`config.mk`:
```
export PLATFORM = sky130hd
export DESIGN_NAME = dmalu_arith
export DESIGN_NICKNAME = d
export VERILOG_FILES = /design/src/rtl/core/dmalu_pkg.sv /design/src/rtl/core/dmalu_arith.sv
export SDC_FILE = /design/constraint.sdc
export NUM_CORES = 1
export LEC_CHECK = 0
export BUFFER_PORTS_ARGS = -buffer_cell sky130_fd_sc_hd__clkbuf_2
export CORE_AREA = 3 3 348 247
export DETAILED_ROUTE_END_ITERATION = 10
export DIE_AREA = 0 0 351 250
export GPL_ROUTABILITY_DRIVEN = 0
export PLACE_DENSITY = 0.49
export SYNTH_ARGS = -nofsm -noshare
export SYNTH_HDL_FRONTEND = slang
export SYNTH_SLANG_ARGS = --single-unit
export TNS_END_PERCENT = 30
```
`constraint.sdc`:
```
create_clock -name vclk -period 6.4
set_input_delay 0.64 -clock vclk [all_inputs]
set_output_delay 0.64 -clock vclk [all_outputs]
set_load 0.02 [all_outputs]
```
`src/rtl/core/dmalu_pkg.sv`:
```
// Package for the decimal mantissa ALU: field widths, opcodes, status and
// order codes, and the stage-one result type. No dependencies.
package dmalu_pkg;

  localparam int unsigned WORD_W  = 32;
  localparam int unsigned MANT_W  = 3 * WORD_W;
  localparam int unsigned SCALE_W = 5;
  localparam int unsigned REM_W   = 4;
  localparam int unsigned DIGIT_W = 5;
  localparam int unsigned OP_W    = 3;

  localparam logic [SCALE_W-1:0] MAX_SCALE = SCALE_W'(28);
  localparam logic [REM_W-1:0]   MAX_REM   = REM_W'(9);

  // floor(2^96 / 10) + 1: the mantissa left after a round-up that overflows
  localparam logic [MANT_W-1:0] ROUND_OVF_MANT = 96'h1999_9999_9999_9999_9999_999A;

  typedef enum logic [OP_W-1:0] {
    OP_ADD   = 3'd0,
    OP_SUB   = 3'd1,
    OP_CMP   = 3'd2,
    OP_MUL10 = 3'd3,
    OP_DIV10 = 3'd4,
    OP_ROUND = 3'd5
  } opcode_e;

  localparam logic [1:0] ST_OK      = 2'd0;
  localparam logic [1:0] ST_ERR     = 2'd1;
  localparam logic [1:0] ST_NEG_OVF = 2'd2;

  localparam logic [1:0] ORD_EQ = 2'b00;
  localparam logic [1:0] ORD_GT = 2'b01;
  localparam logic [1:0] ORD_LT = 2'b11;

  // Result of the first stage; use_div selects the quotient path at the end
  typedef struct packed {
    logic [MANT_W-1:0]  mant;
    logic [SCALE_W-1:0] scale;
    logic [1:0]         order;
    logic [1:0]         status;
    logic               use_div;
  } alu_res_t;

endpackage

```
`src/rtl/core/dmalu_arith.sv`:
```
// First-stage arithmetic: add, subtract, compare, times ten, round and the
// divide control decision. Depends on dmalu_pkg.
module dmalu_arith import dmalu_pkg::*; (
  input  logic [OP_W-1:0]           opcode_i,
  input  logic [MANT_W-1:0]         a_i,
  input  logic [MANT_W-1:0]         b_i,
  input  logic [SCALE_W-1:0]        scale_i,
  input  logic                      negative_i,
  input  logic signed [DIGIT_W-1:0] round_digit_i,
  input  logic [REM_W-1:0]          remainder_i,
  output alu_res_t                  res_o
);

  logic [MANT_W:0]     sum, diff, inc, dec;
  logic [MANT_W+3:0]   times10;
  logic [DIGIT_W-1:0]  digit_u, mag;
  logic                bump;

  always_comb begin
    sum     = {1'b0, a_i} + {1'b0, b_i};
    diff    = {1'b0, a_i} - {1'b0, b_i};
    inc     = {1'b0, a_i} + (MANT_W+1)'(1);
    dec     = {1'b0, a_i} - (MANT_W+1)'(1);
    times10 = ({4'd0, a_i} << 3) + ({4'd0, a_i} << 1);
    digit_u = round_digit_i;
    mag     = round_digit_i[DIGIT_W-1] ? (DIGIT_W'(0) - digit_u) : digit_u;
    bump    = (mag > DIGIT_W'(5)) || ((mag == DIGIT_W'(5)) && a_i[0]);

    res_o.mant    = a_i;
    res_o.scale   = scale_i;
    res_o.order   = ORD_EQ;
    res_o.status  = ST_OK;
    res_o.use_div = 1'b0;

    case (opcode_e'(opcode_i))
      OP_ADD: begin
        res_o.mant   = sum[MANT_W-1:0];
        res_o.status = sum[MANT_W] ? ST_ERR : ST_OK;
      end
      OP_SUB: begin
        res_o.mant   = diff[MANT_W-1:0];
        res_o.status = diff[MANT_W] ? ST_ERR : ST_OK;
      end
      OP_CMP: begin
        if (a_i == b_i) begin
          res_o.order = ORD_EQ;
        end else if (diff[MANT_W]) begin
          res_o.order = ORD_LT;
        end else begin
          res_o.order = ORD_GT;
        end
      end
      OP_MUL10: begin
        if ((scale_i >= MAX_SCALE) || (|times10[MANT_W+3:MANT_W])) begin
          res_o.status = ST_ERR;
        end else begin
          res_o.mant  = times10[MANT_W-1:0];
          res_o.scale = scale_i + SCALE_W'(1);
        end
      end
      OP_DIV10: begin
        if (scale_i == '0) begin
          res_o.status = ST_ERR;
        end else begin
          res_o.use_div = 1'b1;
          res_o.scale   = scale_i - SCALE_W'(1);
          res_o.status  = (remainder_i > MAX_REM) ? ST_ERR : ST_OK;
        end
      end
      OP_ROUND: begin
        if (bump) begin
          if (round_digit_i[DIGIT_W-1]) begin
            res_o.mant = dec[MANT_W-1:0];
          end else if (!inc[MANT_W]) begin
            res_o.mant = inc[MANT_W-1:0];
          end else if (scale_i != '0) begin
            res_o.mant  = ROUND_OVF_MANT;
            res_o.scale = scale_i - SCALE_W'(1);
          end else begin
            res_o.mant   = '0;
            res_o.status = negative_i ? ST_NEG_OVF : ST_ERR;
          end
        end
      end
      default: begin
        res_o.mant   = '0;
        res_o.scale  = '0;
        res_o.status = ST_ERR;
      end
    endcase
  end

endmodule

```
==> PnR_summary.wiki <==
{| class="wikitable"
! Metric !! Value
|-
| Status || completed
|-
| Leakage power of the design || 12.6 nW
|-
| Total placed instance area || 30,800 µm²
|-
| Post-detailed-placement half-perimeter wirelength || 127,000 µm
|-
| Largest fanout on the critical path || 11
|-
| IR drop worst, VDD || 0.0000646 V
|-
| Via count of the first global-routing pass || 32,900
|-
| Unrepaired setup endpoints after global routing || false
|-
| Syn Std Cell Area || 27,200 µm²
|-
| Wire length of the first global-routing pass || 223,000 µm
|-
| CP endpoint kind || primary output
|-
| Worst hold margin || 1.60 ns
|-
| Pins over their slew limit || 0
|-
| Reported max-cap violation count || 0
|-
| Fraction of layout instances using a drive strength above 1 || 0.139
|-
| Final hold violation count || 0
|-
| Number of nets in the final layout || 5,206
|-
| Chip Height || 250 µm
|-
| Site row count || 88
|-
| Total nets after synthesis || 4,957
|-
| Port buffer count || 315
|-
| Power per unit of standard cell area || 108 nW/µm²
|-
| Total core area || 82,500 µm²
|-
| Worst endpoint data arrival time || 5.63 ns
|-
| Crit-path slowest cell || a31oi_1
|-
| Synth cell types || 96
|-
| Area grow syn2layout || 13.6%
|-
| Number of iterations in the first detailed-routing pass || 7
|-
| Mean Syn Cell Area || 6.11 µm²
|-
| Routed vias || 38,200
|-
| Final period util || 0.979
|-
| Post-detailed-routing wire length || 156,000 µm
|-
| WL per Instance || 27.0 µm
|-
| Sequential standard cell area || 0 µm²
|-
| Setup-failing EPs final || 0
|-
| ANT nets after route || 0
|-
| Min Clock Period, post-route || 6.27 ns
|-
| Transition time at the pin with the least slew margin || 1.23 ns
|-
| Starting density of the core || 0.330
|-
| Warnings, synthesis || 0
|-
| Largest net degree at the start of global routing || 59
|-
| Number of DRC violations after detailed-routing iteration 0 || 6,624
|-
| Chain of cells forming the critical path || clkbuf_2, buf_4, ha_1, nand4_1, nor4_1, nand3_1, a31oi_1, o211ai_1, o31ai_1, buf_4, nor4_1, or3_1, nand3_1, o31ai_1, xnor2_1, o221ai_1, clkbuf_2
|-
| Total GRT Usage || 0.331
|-
| Clock buffer count || 0
|-
| Sequential share of the synthesized area || 0
|-
| Die area || 87,800 µm²
|-
| Critical path's largest stage delay || 0.61 ns
|-
| Least setup slack across all paths after layout || 0.134 ns
|-
| Count of unresolved DRC violations after routing || 0
|-
| Class of the most critical hold timing path || input port to primary output
|-
| Number of ports placed on the die boundary || 316
|-
| CP Data Required Time || 5.76 ns
|-
| Num sequential || 0
|-
| Antenna violations before repair || 15
|-
| # fillers || 9,184
|-
| Setup TNS || 0 ns
|-
| Highest Clock Rate || 160 MHz
|-
| Pre-CTS setup slack || 0.0252 ns
|-
| Critical Path Source Type || input port
|-
| Die Wd || 351 µm
|-
| Total congestion overflow after global routing || 0
|-
| Worst rel slew slack || 0.180
|-
| Path type of the worst setup path || input port to primary output
|-
| Post-Syn Instances || 4,452
|-
| CP delay by family, top || compound AO/OA/AOI/OAI gates
|-
| Crit path buffers/inverters || 4
|-
| Fin area || 30,900 µm²
|-
| Setup repair bufs after CTS || 0
|-
| Number of buffers added to fix hold violations after cts || 0
|-
| Via count normalized by instance count || 6.60
|}
synth_stat cells, types with 35 or more instances:
master | n | share of area
a21oi_1 | 523 | 0.096
nand2_1 | 432 | 0.060
nor2_1 | 412 | 0.057
o21ai_0 | 386 | 0.071
ha_1 | 292 | 0.13
inv_1 | 255 | 0.035
clkbuf_1 | 240 | 0.033
xnor2_1 | 173 | 0.056
nor3_1 | 152 | 0.028
nand3_1 | 135 | 0.025
nand4_1 | 121 | 0.028
nor4_1 | 100 | 0.023
a21o_1 | 71 | 0.020
mux2i_1 | 70 | 0.026
o21bai_1 | 63 | 0.017
o31ai_1 | 63 | 0.017
xor2_1 | 63 | 0.020
a31oi_1 | 59 | 0.014
a211oi_1 | 46 | 0.013
o211ai_1 | 46 | 0.013
o21a_1 | 43 | 0.012
or3_1 | 41 | 0.0094
a221oi_1 | 38 | 0.012
buf_2 | 36 | 0.0066
nand2b_1 | 36 | 0.0083
o22ai_1 | 35 | 0.0081
tightest hold or removal path: stages:
cell and delay (ns):
clkbuf_2 0.10, inv_1 0.05, nor2_1 0.04, clkbuf_2 0.14
final cells by class:
cell class	count	area, µm²	area share
Multi-Input combinational cell	3885	25100	0.812
Tap cell	1080	1350	0.0438
Inverter	256	961	0.0311
Antenna cell	4	10.0	0.000324
Timing Repair Buffer	558	3480	0.113
metal layers:
| metal | share of wire | vias up | GRT usage |
|---|---|---|---|
| li1 | - | 17100 | - |
| met1 | 0.43 | 17900 | 0.497 |
| met2 | 0.37 | 2839 | 0.438 |
| met3 | 0.17 | 295 | 0.123 |
| met4 | 0.027 | 20 | 0.0669 |
| met5 | 0.0016 | - | 0 |
what timing repair did:
action | in CTS | in global routing
setup endpoints to repair | 6 | 87
pin swaps | 0 | 1
resized for setup | 1 | 8
endpoints found under the hold margin | 0 | 0
gates cloned | 0 | 0
path summary, 6_finish.rpt:
check / from / endpoint / slack (ns) / depth (start not counted)
min: negative_i / res_o[2] / 1.60 / 4
max: a_i[11] / res_o[72] / 0.13 / 17
report_power, final:
group	total, W	internal (W)	leakage [nW]	switching (W)
Clock	0.0000000000417	0.0000000000417	0.0000193	0
Sequential	0	0	0	0
Combinational	0.00333	0.00109	12.6	0.00224
layout by cell type, fill, tap and decap left out, types with 150 or more instances in the layout:
master / synthesis / final
a21oi_1: 523 / 521
nand2_1: 432 / 431
nor2_1: 412 / 406
o21ai_0: 386 / 384
clkbuf_2: 1 / 313
ha_1: 292 / 292
inv_1: 255 / 253
buf_4: 8 / 238
xnor2_1: 173 / 173
nor3_1: 152 / 150
stage by stage:
stage / cells / util / total power, W
floorplan: 4452 / - / 0.00200
global placement: 5779 / 0.374 / 0.00317
detailed placement: 5779 / 0.374 / 0.00316
CTS: 5779 / 0.374 / 0.00318
global route: 5779 / 0.374 / 0.00350
finish: 5783 / 0.374 / 0.00333
kinds of logic after synthesis:
logic type / share of synthesized area
adders and majority gates: 0.137
AOI/OAI and AO/OA: 0.381
buffers and inverters: 0.0825
muxes: 0.0303
xor gates and xnor gates: 0.0760
and+or+nand+nor: 0.294
No activity file was read; power rests on OpenSTA's default activity.
